`src/rtl/sppwm_pkg.sv`:
```
package sppwm_pkg;

  // Fixed field widths of the item and register interfaces.
  localparam int unsigned CH_IDX_W   = 4;
  localparam int unsigned DUTY_W     = 13;
  localparam int unsigned LEVELS_W   = 16;
  localparam int unsigned CFG_IDX_W  = 4;
  localparam int unsigned CFG_DATA_W = 8;

  // Parameter defaults.
  localparam int unsigned CHANNELS_DEF    = 16;
  localparam int unsigned PERIOD_BITS_DEF = 12;

  // Register indexes.
  localparam logic [CFG_IDX_W-1:0] CFG_PRESCALE = 4'd0;
  localparam logic [CFG_IDX_W-1:0] CFG_FIRST_CH = 4'd1;
  localparam logic [CFG_IDX_W-1:0] CFG_LAST_CH  = 4'd2;
  localparam logic [CFG_IDX_W-1:0] CFG_INVERT   = 4'd3;

  // Register reset values and limits.
  localparam logic [7:0]          PRESCALE_RST = 8'd30;
  localparam logic [7:0]          PRESCALE_MIN = 8'd3;
  localparam logic [CH_IDX_W-1:0] FIRST_CH_RST = 4'd0;
  localparam logic [CH_IDX_W-1:0] LAST_CH_RST  = 4'd15;

  // Item opcodes.
  localparam logic OP_WRITE = 1'b0;
  localparam logic OP_TICK  = 1'b1;

  // Divider status toward the sequencer.
  typedef struct packed {
    logic busy;
    logic done;
  } div_sts_t;

endpackage

```
`src/rtl/sppwm_div.sv`:
```
module sppwm_div #(
  parameter int unsigned NUM_W = 16,
  parameter int unsigned DEN_W = 5
) (
  input  logic                clk,
  input  logic                rst_n,
  input  logic                start,
  input  logic [NUM_W-1:0]    numer,
  input  logic [DEN_W-1:0]    denom,
  output sppwm_pkg::div_sts_t sts,
  output logic [NUM_W-1:0]    quotient
);
  import sppwm_pkg::*;

  localparam int unsigned CNT_W = $clog2(NUM_W + 1);

  logic [DEN_W-1:0] rem_r, rem_nxt;
  logic [NUM_W-1:0] quo_r, quo_nxt;
  logic [DEN_W-1:0] den_r;
  logic [CNT_W-1:0] cnt_r, cnt_nxt;
  logic             done_r, done_nxt;
  logic [DEN_W:0]   trial;
  logic [DEN_W:0]   diff;
  logic             fits;

  // One restoring step: shift in the next numerator bit and try a subtract.
  assign trial = {rem_r, quo_r[NUM_W-1]};
  assign diff  = trial - {1'b0, den_r};
  assign fits  = (trial >= {1'b0, den_r});

  always_comb begin
    rem_nxt  = rem_r;
    quo_nxt  = quo_r;
    cnt_nxt  = cnt_r;
    done_nxt = 1'b0;
    if (start) begin
      rem_nxt = '0;
      quo_nxt = numer;
      cnt_nxt = CNT_W'(NUM_W);
    end else if (cnt_r != '0) begin
      rem_nxt  = fits ? diff[DEN_W-1:0] : trial[DEN_W-1:0];
      quo_nxt  = {quo_r[NUM_W-2:0], fits};
      cnt_nxt  = cnt_r - 1'b1;
      done_nxt = (cnt_r == CNT_W'(1));
    end
  end

  // Control state.
  always_ff @(posedge clk) begin
    if (!rst_n) begin
      cnt_r  <= '0;
      done_r <= 1'b0;
    end else begin
      cnt_r  <= cnt_nxt;
      done_r <= done_nxt;
    end
  end

  // Datapath registers.
  always_ff @(posedge clk) begin
    rem_r <= rem_nxt;
    quo_r <= quo_nxt;
    if (start) begin
      den_r <= denom;
    end
  end

  assign sts.busy = (cnt_r != '0);
  assign sts.done = done_r;
  assign quotient = quo_r;

endmodule

```
`src/rtl/staggered_phase_pwm_generator_unit.sv`:
```
// Channel  Ports                                              Handshake
// in       in_opcode, in_channel_index, in_duty_value         in_valid / in_stall
// out      out_channel_levels, out_pwm_count                  out_valid / out_stall
// cfg      cfg_index, cfg_data                                cfg_valid / cfg_ready
//
// A tick, an ignored write, an inactive channel or a full-on write goes straight to emit.
// A duty write to an active channel first waits in the divide state for the
// bit-serial divider that computes the phase start.
// Reset (rst_n low, synchronous) sets every channel full off and clears the counters.
// A stalled result waits in the output register while the next beat is taken.
// cfg_ready is always high; users must write registers only while idle; not enforced.
module staggered_phase_pwm_generator_unit #(
  parameter int unsigned CHANNELS    = sppwm_pkg::CHANNELS_DEF,
  parameter int unsigned PERIOD_BITS = sppwm_pkg::PERIOD_BITS_DEF
) (
  input  logic                             clk,
  input  logic                             rst_n,
  input  logic                             in_valid,
  output logic                             in_stall,
  input  logic                             in_opcode,
  input  logic [sppwm_pkg::CH_IDX_W-1:0]   in_channel_index,
  input  logic [sppwm_pkg::DUTY_W-1:0]     in_duty_value,
  output logic                             out_valid,
  input  logic                             out_stall,
  output logic [sppwm_pkg::LEVELS_W-1:0]   out_channel_levels,
  output logic [PERIOD_BITS-1:0]           out_pwm_count,
  input  logic                             cfg_valid,
  output logic                             cfg_ready,
  input  logic [sppwm_pkg::CFG_IDX_W-1:0]  cfg_index,
  input  logic [sppwm_pkg::CFG_DATA_W-1:0] cfg_data
);
  import sppwm_pkg::*;

  localparam int unsigned PB       = PERIOD_BITS;
  localparam int unsigned PH_W     = PB + 1;
  localparam int unsigned CMP_W    = (PH_W > DUTY_W) ? PH_W : DUTY_W;
  localparam int unsigned NUM_W    = CH_IDX_W + PB;
  localparam int unsigned DEN_W    = CH_IDX_W + 1;
  localparam int unsigned IDX_W    = (CHANNELS > 1) ? $clog2(CHANNELS) : 1;
  localparam int unsigned FULL_CNT = 1 << PB;

  localparam logic [PH_W-1:0] PH_FULL = PH_W'(FULL_CNT);

  localparam logic [1:0] ST_IDLE = 2'd0;
  localparam logic [1:0] ST_DIV  = 2'd1;
  localparam logic [1:0] ST_EMIT = 2'd2;

  logic [1:0]          state_r, state_nxt;
  logic [7:0]          prescale_r;
  logic [CH_IDX_W-1:0] first_r, last_r;
  logic                invert_r;
  logic [PH_W-1:0]     start_r [CHANNELS];
  logic [PH_W-1:0]     stop_r  [CHANNELS];
  logic [7:0]          tdiv_r;
  logic [PB-1:0]       pcnt_r;
  logic [CH_IDX_W-1:0] ch_r;
  logic [DUTY_W-1:0]   duty_r;

  logic                out_valid_r;
  logic [LEVELS_W-1:0] out_levels_r;
  logic [PB-1:0]       out_count_r;

  logic                in_acc;
  logic                ch_exists;
  logic                ch_active;
  logic                duty_full;
  logic                range_ok;
  logic                div_start;
  logic [NUM_W-1:0]    div_numer;
  logic [DEN_W-1:0]    div_denom;
  logic [NUM_W-1:0]    div_quo;
  div_sts_t            div_sts;
  logic [CMP_W:0]      stop_sum;
  logic [LEVELS_W-1:0] levels;
  logic                out_free;

  assign in_acc    = in_valid && !in_stall;
  assign in_stall  = (state_r != ST_IDLE);
  assign cfg_ready = 1'b1;
  assign out_free  = !out_valid_r || !out_stall;

  // Decode of the incoming write beat.
  assign range_ok  = (first_r <= last_r);
  assign ch_exists = ({1'b0, in_channel_index} < (CH_IDX_W + 1)'(CHANNELS));
  assign ch_active = ch_exists && range_ok && (in_channel_index >= first_r) &&
                     (in_channel_index <= last_r);
  assign duty_full = (CMP_W'(in_duty_value) >= CMP_W'(FULL_CNT));
  assign div_start = in_acc && (in_opcode == OP_WRITE) && ch_active && !duty_full;

  // Phase start = (channel - first) * 2^PERIOD_BITS / (last - first + 1).
  assign div_numer = {in_channel_index - first_r, PB'(0)};
  assign div_denom = {1'b0, last_r} - {1'b0, first_r} + DEN_W'(1);

  sppwm_div #(
    .NUM_W (NUM_W),
    .DEN_W (DEN_W)
  ) u_div (
    .clk      (clk),
    .rst_n    (rst_n),
    .start    (div_start),
    .numer    (div_numer),
    .denom    (div_denom),
    .sts      (div_sts),
    .quotient (div_quo)
  );

  // Stop count wraps inside the period.
  assign stop_sum = (CMP_W + 1)'(div_quo[PB-1:0]) + (CMP_W + 1)'(duty_r);

  // Sequencer.
  always_comb begin
    state_nxt = state_r;
    unique case (state_r)
      ST_IDLE: begin
        if (in_acc) begin
          state_nxt = div_start ? ST_DIV : ST_EMIT;
        end
      end
      ST_DIV: begin
        if (div_sts.done) begin
          state_nxt = ST_EMIT;
        end
      end
      ST_EMIT: begin
        if (out_free) begin
          state_nxt = ST_IDLE;
        end
      end
      default: begin
        state_nxt = ST_IDLE;
      end
    endcase
  end

  always_ff @(posedge clk) begin
    if (!rst_n) begin
      state_r <= ST_IDLE;
    end else begin
      state_r <= state_nxt;
    end
  end

  // Configuration registers.
  always_ff @(posedge clk) begin
    if (!rst_n) begin
      prescale_r <= PRESCALE_RST;
      first_r    <= FIRST_CH_RST;
      last_r     <= LAST_CH_RST;
      invert_r   <= 1'b0;
    end else if (cfg_valid && cfg_ready) begin
      unique case (cfg_index)
        CFG_PRESCALE: prescale_r <= (cfg_data < PRESCALE_MIN) ? PRESCALE_MIN : cfg_data;
        CFG_FIRST_CH: first_r    <= cfg_data[CH_IDX_W-1:0];
        CFG_LAST_CH:  last_r     <= cfg_data[CH_IDX_W-1:0];
        CFG_INVERT:   invert_r   <= cfg_data[0];
        default: begin
        end
      endcase
    end
  end

  // Prescaler and period counter advance on tick beats.
  always_ff @(posedge clk) begin
    if (!rst_n) begin
      tdiv_r <= '0;
      pcnt_r <= '0;
    end else if (in_acc && (in_opcode == OP_TICK)) begin
      if (tdiv_r >= prescale_r) begin
        tdiv_r <= '0;
        pcnt_r <= pcnt_r + 1'b1;
      end else begin
        tdiv_r <= tdiv_r + 1'b1;
      end
    end
  end

  // Pending write held while the divider runs.
  always_ff @(posedge clk) begin
    if (in_acc) begin
      ch_r   <= in_channel_index;
      duty_r <= in_duty_value;
    end
  end

  // Channel phase registers.
  always_ff @(posedge clk) begin
    if (!rst_n) begin
      for (int i = 0; i < CHANNELS; i++) begin
        start_r[i] <= '0;
        stop_r[i]  <= PH_FULL;
      end
    end else if (in_acc && (in_opcode == OP_WRITE) && ch_exists && !div_start) begin
      if (!ch_active) begin
        start_r[in_channel_index[IDX_W-1:0]] <= '0;
        stop_r[in_channel_index[IDX_W-1:0]]  <= PH_FULL;
      end else begin
        start_r[in_channel_index[IDX_W-1:0]] <= PH_FULL;
        stop_r[in_channel_index[IDX_W-1:0]]  <= '0;
      end
    end else if ((state_r == ST_DIV) && div_sts.done) begin
      start_r[ch_r[IDX_W-1:0]] <= {1'b0, div_quo[PB-1:0]};
      if (duty_r == '0) begin
        stop_r[ch_r[IDX_W-1:0]] <= PH_FULL;
      end else begin
        stop_r[ch_r[IDX_W-1:0]] <= {1'b0, stop_sum[PB-1:0]};
      end
    end
  end

  // Output level of each channel from its start, stop and the counter.
  always_comb begin
    levels = '0;
    for (int i = 0; i < CHANNELS; i++) begin
      logic act;
      logic lv;
      act = range_ok && (CH_IDX_W'(i) >= first_r) && (CH_IDX_W'(i) <= last_r);
      if (!act || stop_r[i][PB]) begin
        lv = 1'b0;
      end else if (start_r[i][PB]) begin
        lv = 1'b1;
      end else if (start_r[i][PB-1:0] < stop_r[i][PB-1:0]) begin
        lv = (pcnt_r >= start_r[i][PB-1:0]) && (pcnt_r < stop_r[i][PB-1:0]);
      end else if (start_r[i][PB-1:0] > stop_r[i][PB-1:0]) begin
        lv = (pcnt_r >= start_r[i][PB-1:0]) || (pcnt_r < stop_r[i][PB-1:0]);
      end else begin
        lv = 1'b0;
      end
      levels[i] = lv ^ invert_r;
    end
  end

  // Output register: holds a result beat until it is taken.
  always_ff @(posedge clk) begin
    if (!rst_n) begin
      out_valid_r <= 1'b0;
    end else if ((state_r == ST_EMIT) && out_free) begin
      out_valid_r <= 1'b1;
    end else if (!out_stall) begin
      out_valid_r <= 1'b0;
    end
  end

  always_ff @(posedge clk) begin
    if ((state_r == ST_EMIT) && out_free) begin
      out_levels_r <= levels;
      out_count_r  <= pcnt_r;
    end
  end

  assign out_valid          = out_valid_r;
  assign out_channel_levels = out_levels_r;
  assign out_pwm_count      = out_count_r;

`ifndef SYNTH
  // The divider runs and reports completion only while the sequencer waits for it.
  a_div_done_in_div: assert property (@(posedge clk) disable iff (!rst_n)
    (div_sts.busy || div_sts.done) |-> (state_r == ST_DIV))
    else $error("divider active outside of the divide state");

  // An accepted beat always moves the sequencer out of idle.
  a_accept_leaves_idle: assert property (@(posedge clk) disable iff (!rst_n)
    in_acc |=> (state_r != ST_IDLE))
    else $error("sequencer stayed idle after an accepted beat");

  // The period counter moves only after an accepted tick beat.
  a_count_only_on_tick: assert property (@(posedge clk) disable iff (!rst_n)
    !(in_acc && (in_opcode == OP_TICK)) |=> $stable(pcnt_r))
    else $error("period counter changed without a tick");
`endif

endmodule

```
`config.mk`:
```
export PLATFORM = sky130hd
export DESIGN_NAME = staggered_phase_pwm_generator_unit
export DESIGN_NICKNAME = d
export VERILOG_FILES = /design/src/rtl/sppwm_pkg.sv /design/src/rtl/sppwm_div.sv /design/src/rtl/staggered_phase_pwm_generator_unit.sv
export SDC_FILE = /design/constraint.sdc
export NUM_CORES = 1
export LEC_CHECK = 0
export BUFFER_PORTS_ARGS = -buffer_cell sky130_fd_sc_hd__buf_2
export CAP_MARGIN = 40
export CELL_PAD_IN_SITES_DETAIL_PLACEMENT = 1
export CELL_PAD_IN_SITES_GLOBAL_PLACEMENT = 1
export CORE_ASPECT_RATIO = 0.5
export CORE_MARGIN = 2
export CORE_UTILIZATION = 26
export DETAILED_ROUTE_END_ITERATION = 8
export PLACE_DENSITY = 0.55
export SETUP_SLACK_MARGIN = 0.1
export SYNTH_ARGS = -nofsm -noshare
export SYNTH_HDL_FRONTEND = slang
export SYNTH_SLANG_ARGS = --single-unit
```
`constraint.sdc`:
```
create_clock -name clk -period 5.08 [get_ports clk]
set_input_delay 0.254 -clock clk [delete_from_list [all_inputs] [get_ports clk]]
set_output_delay 0.254 -clock clk [all_outputs]
set_load 0.005 [all_outputs]
```
; Yosys cells after proc, flatten, opt, wreduce, memory -nomap -nowiden
; Memories as Yosys holds them, arrays and structs flattened.
; Index checks and enable logic that the tools add are counted.
[op_classes]
n_addsub = 8
reduce_logical = 130
n_eq_ne = 10
bitwise = 22
n_mux = 116
n_lt_le_gt_ge = 103
[op_table]
columns = cell, count
row1 = < comparator 12 bit, 32
row2 = >= comparator 12 bit, 16
row3 = greater-than comparator 12 bit, 16
row4 = 2-to-1 mux 1 bit, 93
row5 = 2-to-1 mux 13 bit, 7
row6 = logical AND 1 bit, 58
row7 = OR reduction 13 bit, 4
row8 = logical OR 1 bit, 33
row9 = >= comparator 4 bit (first input constant), 8
row10 = <= comparator 4 bit (first input constant), 8
row11 = 2-to-1 mux 16 bit, 2
row12 = zero test 1 bit, 21
row13 = >= comparator 3 x 4 -> 1 bit (first input constant), 4
row14 = <= comparator 3 x 4 -> 1 bit (first input constant), 4
row15 = 2-to-1 mux 4 bit, 4
row16 = 2-to-1 mux 8 bit, 2
row17 = bitwise XOR 1 bit, 16
row18 = 2-to-1 mux 5 bit, 3
row19 = >= comparator 13 bit (second input constant), 1
row20 = zero test 13 bit, 1
row21 = adder 12 x 1 -> 12 bit (second input constant), 1
row22 = adder 12 bit, 1
row23 = AND reduction 2 bit, 5
row24 = adder 8 x 1 -> 8 bit (second input constant), 1
row25 = other kinds (32), 48
[totals]
inputBits = 35
output_inout_bits = 31
mem_count = 2
elab_cells = 410
ramBits = 416
ff_bits = 117
[memory_table]
columns = name, words, word_bits, rd, rd_clocked_by_memory_dff, write_ports, line_no
row1 = start_r, 16, 13, 16, 0, 16, staggered_phase_pwm_generator_unit.sv:52  ; logic [PH_W-1:0] start_r [CHANNELS];
row2 = stop_r, 16, 13, 16, 0, 16, staggered_phase_pwm_generator_unit.sv:53  ; logic [PH_W-1:0] stop_r [CHANNELS];

; Depth between registers and ports, before layout
[logic_depth]
ltp_word = 15
depth_mapped = 13
mapped_depth_nobuf = 11

; By module
; From an unflattened synthesis, not the netlist that was laid out.
[unflattened]
hier_cells = 3357
hier_area_um2 = 34911.0
[by_module_without_submodules]
columns = mod, n_inst, area_per_inst_um2, cells_each, seq_area_each_um2
row1 = staggered_phase_pwm_generator_unit, 1, 33310.7, 3230, 14644.0
row2 = sppwm_div, 1, 1600.3, 127, 850.8

; Worst setup path before layout
; Ideal clock, no wire load.
[synth_timing]
path_kind = flip-flop to flip-flop
startpoint = reg first_r[1]
endpoint = mem start_r[6][0] (netlist name) (enable)
slack_ns = 1.914
n_path_buf = 3
period_less_slack_ns = 3.166
setup_ns = 0.356
required_ns = 4.724
path_stages_with_launch = 14
arrival_ns = 2.811
cell_sequence = dfxtp_1 clkbuf_1 inv_1 fa_1 nor2b_1 o21a_1 o21ai_0 o211ai_1 nor3b_1 nor2_1 buf_2 buf_2 nand2_1 nand2_1
[synth_rtl]
columns = item, line_no
row1 = start: declaration, staggered_phase_pwm_generator_unit.sv:50  ; logic [CH_IDX_W-1:0] first_r, last_r;
row2 = start signal: assignment, staggered_phase_pwm_generator_unit.sv:153  ; CFG_FIRST_CH: first_r <= cfg_data[CH_IDX_W-1:0];
row3 = end: declaration, staggered_phase_pwm_generator_unit.sv:52

==> key figures <==
Power and ir drop
  • Pwr/cell area: about 300 nW/um^2
  • Sw frac: 0.3027
  • Psw: approximately 3.6 mW
  • Internal: 8.276 mW
  • VDD IR max: 0.2210 mV
  • Reg power frac: 0.449
  • Clock power frac: 0.378
  • Combinational power share: 0.173
  • Leak Pwr: 17.05 nW
  • Total Power: around 12 mW

Place
  • Routability cong.: 0.8879
  • Placement Cell Area: between 30000 and 40000 sq um
  • Dpl hpwl: 97040 um
  • Placement Setup Slack: ~1.1 ns
  • # port buffers: between 60 and 70

Logic synthesis
  • Asr flop ratio synth: 0
  • Top_reg_cell synth: edfxtp_1
  • Synth cell types: 70
  • Mean Syn Cell Area: about 10 sq um
  • Number of synthesized flops with an enable pin: between 400 and 500
  • Total number of yosys warnings: 0
  • Post-synthesis sequential area ratio: 0.4466
  • #FFs+latches synth: approximately 530
  • Synthesized instance count: about 3400
  • Mapped Nets: 4064
  • Mapped Area: around 34000 sq um

Setup path
  • Setup crit end kind: flop
  • Reg2reg end: start_r[7][8]
  • CP Buf/Inv Count: 2
  • Setup crit end: start_r[7][8]
  • Slowest Stage Delay on Critical Path: ~0.7 ns
  • Top Family by Delay on Critical Path: simple AND/OR/NAND/NOR gates
  • Critical Path, Cell by Cell: inv_1 -> fa_1 -> nor2b_1 -> o21a_1 -> o21ai_0 -> o211ai_1 -> nor3b_2 -> nor2_2 -> buf_12 -> nand2_1 -> nor2_1
  • Setup crit start: first_r[1]
  • WS Path Type: flop to flop
  • Worst EP required: around 5.6 ns
  • Cell count along the critical path: 11
  • CP Max Fanout: 24
  • R2R Setup Slk: 1.13 ns
  • CP Launch Type: flop
  • CP Data Arrival Time: 4.43 ns
  • FF-to-FF path depth: 11
  • Worst R2R Start: first_r[1]
  • Slowest library cell on the worst path: nor2_2

CTS
  • H-Tree Depth: 2
  • Num CTS Buffers: 59
  • CTS tree: built
  • Clk root buf: clkbuf_16
  • Sink Count: 533
  • Skew-Pair Late Insertion Delay: roughly 0.66 ns
  • Max clock buf depth: 3
  • CTS clk-pin slew, worst paths: around 0.060 ns

STA
  • Setup Total Neg Slack: 0 ns
  • Peak Freq: approximately 250 MHz
  • Slew Viols, Final: 0
  • RSZ-0062 raised after global routing: no
  • Final Hold Viols: 0
  • Slew headroom: 0.3640
  • Endpoints failing setup: 0
  • Final Worst Setup Slack: around 1.1 ns
  • Tightest Pin Transition: 0.9467 ns
  • Period utilization: 0.7781
  • Clock Skews: between 0.02 and 0.025 ns
  • Fin crit period: slightly below 4 ns

Route
  • Drt initial violations: 1988
  • ANT nets after route: 0
  • DRT Pass-1 Iters: 5
  • # DRC: 0
  • Wire length per cell: 24.35 um
  • Overall routed net length: ~130000 um
  • Via count: 26870
  • Via/cell ratio: just under 5

Floorplan
  • Row count: 94
  • Die ar.: 135500 sq um
  • I/O pins: 66
  • Die X: ~520 um
  • Chip Height: approximately 260 um
  • Core Box Area: between 100000 and 150000 sq um
  • Initial Util: 0.2618

Hold path
  • HP Class: input pin to flop
  • Hold wc startpoint: in_valid

Global route
  • Grt ovf: 0
  • Vias in the first global route: ~28000
  • Initial antenna violation count: 3
  • Global-route wire length before repair: roughly 190000 um
  • Largest net degree at the start of global routing: just over 50
  • Gr usage total: 0.1911

Finish
  • Post-layout util: 0.3021
  • Fraction of layout cells with a size suffix above 1: 0.07644
  • Area growth syn-to-layout: 15.37%
  • Diodes inserted: 0
  • Most frequent cells in the layout: ha_1, nor2_1, edfxtp_1
  • Post-layout nets: 4235
  • Post-route design area: about 40000 sq um
  • Most common cell after layout, fill and taps aside: ha_1

Job
  • # Max-Cap Violations: 0

Outcome
  • Run status: finished, final reports clean
-- cell type report --
class | instances | area, sq um
clock buffer | 76 | 1728
clock inverter | 33 | 269.0
fill | 15030 | 91770
inverter | 417 | 1565
multi-input combinational | 2405 | 17260
sequential | 533 | 15390
tap | 1776 | 2222
timing repair buffer | 173 | 1285
-- cells by family after synthesis --
logic type      Yosys count  share of synthesized area
mux                      24                   0.007087
other cells               1                  0.0001089
simple gates           1146                     0.1478
flops                   533                     0.4466
buf+inv                 480                    0.05324
compound gates          571                     0.1086
xor+xnor                 51                    0.01319
fa+ha+maj               612                     0.2234
-- cells in the mapped netlist, types with 4 or more instances --
cell | instances | area share
o21ai_0 | 68 | 0.0099
o21a_1 | 12 | 0.0026
a211oi_1 | 24 | 0.0052
nand2_1 | 279 | 0.030
o31ai_1 | 10 | 0.0022
nor4_1 | 9 | 0.0016
or3_1 | 9 | 0.0016
nor2b_1 | 30 | 0.0055
and3_1 | 9 | 0.0016
inv_1 | 417 | 0.045
a21boi_0 | 9 | 0.0020
nor3b_1 | 8 | 0.0017
clkbuf_1 | 48 | 0.0052
a211o_1 | 25 | 0.0064
a21oi_1 | 203 | 0.030
nand4_1 | 83 | 0.015
and2_1 | 35 | 0.0064
nand2b_1 | 32 | 0.0058
nand3_1 | 69 | 0.010
a31oi_1 | 20 | 0.0036
fa_1 | 5 | 0.0029
a21o_1 | 89 | 0.019
buf_2 | 10 | 0.0015
o211ai_1 | 31 | 0.0068
o31a_1 | 5 | 0.0013
xor2_1 | 25 | 0.0064
or4_1 | 6 | 0.0013
edfxtp_1 | 470 | 0.41
xnor2_1 | 25 | 0.0064
nor2_1 | 515 | 0.056
ha_1 | 606 | 0.22
a2111oi_0 | 18 | 0.0046
mux2i_1 | 23 | 0.0067
a2111oi_2 | 7 | 0.0031
nor3_1 | 49 | 0.0071
dfxtp_1 | 63 | 0.037
o22ai_1 | 13 | 0.0024
and4_1 | 4 | 0.0010
a311o_1 | 9 | 0.0026
-- worst min-delay path by stage --
stage / endpoint / cells past startpoint
final: state_r[1] / 4
after global routing: state_r[1] / 4
after CTS: state_r[1] / 4
after detailed placement: duty_r[0] / 1
after global placement: duty_r[6] / 1
after floorplan: ch_r[0] / 0
-- worst register-to-register path: cells and delay by family (launching register included) --
kind,cells,cell delay (ns)
adder cells (fa/ha/maj),1,0.45
AND/OR/NAND/NOR,5,1.76
buffers and inverters,2,0.54
AO/OA/AOI/OAI,3,0.40
flip-flops,1,0.63
-- power groups by stage --
stage                     sequential (mW)  clock [mW]  combinational [mW]
final                                5.33        4.48                2.05
after global placement               5.41           0                1.89
after global routing                 5.35        4.70                2.25
after floorplan                      5.24           0                1.25
after detailed placement             5.41           0                2.01
after CTS                            5.32        4.54                2.04
-- metrics by stage --
stage,hold WS [ns],std cells
6_report,0.1217,5413
3_5_place_dp,0.4345,5272
2_1_floorplan,0.3529,3418
4_1_cts,0.08776,5413
5_1_grt,0.1420,5413
3_3_place_gp,0.4342,5261
-- registers in the layout, indices dropped and copies added (netlist names), 8 cells and up --
signal,cells
pcnt_r,12
out_channel_levels,16
duty_r,13
prescale_r,8
start_r,208
u_div.quotient,16
stop_r,208
tdiv_r,8
out_pwm_count,12
-- repair_timing --
| action | in CTS | in global routing |
|---|---|---|
| endpoints found under the hold margin | 35 | 0 |
| resized for setup | 0 | 0 |
| hold buffers | 32 | 0 |
| buffers inserted | 0 | 0 |
-- per-layer routing --
layer / global-route usage / up-vias / part of all wire
met3: 0.02458 / 209 / 0.050
met4: 0.05921 / 0 / 0.032
li1: - / 12510 / -
met2: 0.3324 / 651 / 0.47
met5: 0 / - / 0
met1: 0.2476 / 13500 / 0.45
No activity file was read; power rests on OpenSTA's default activity.
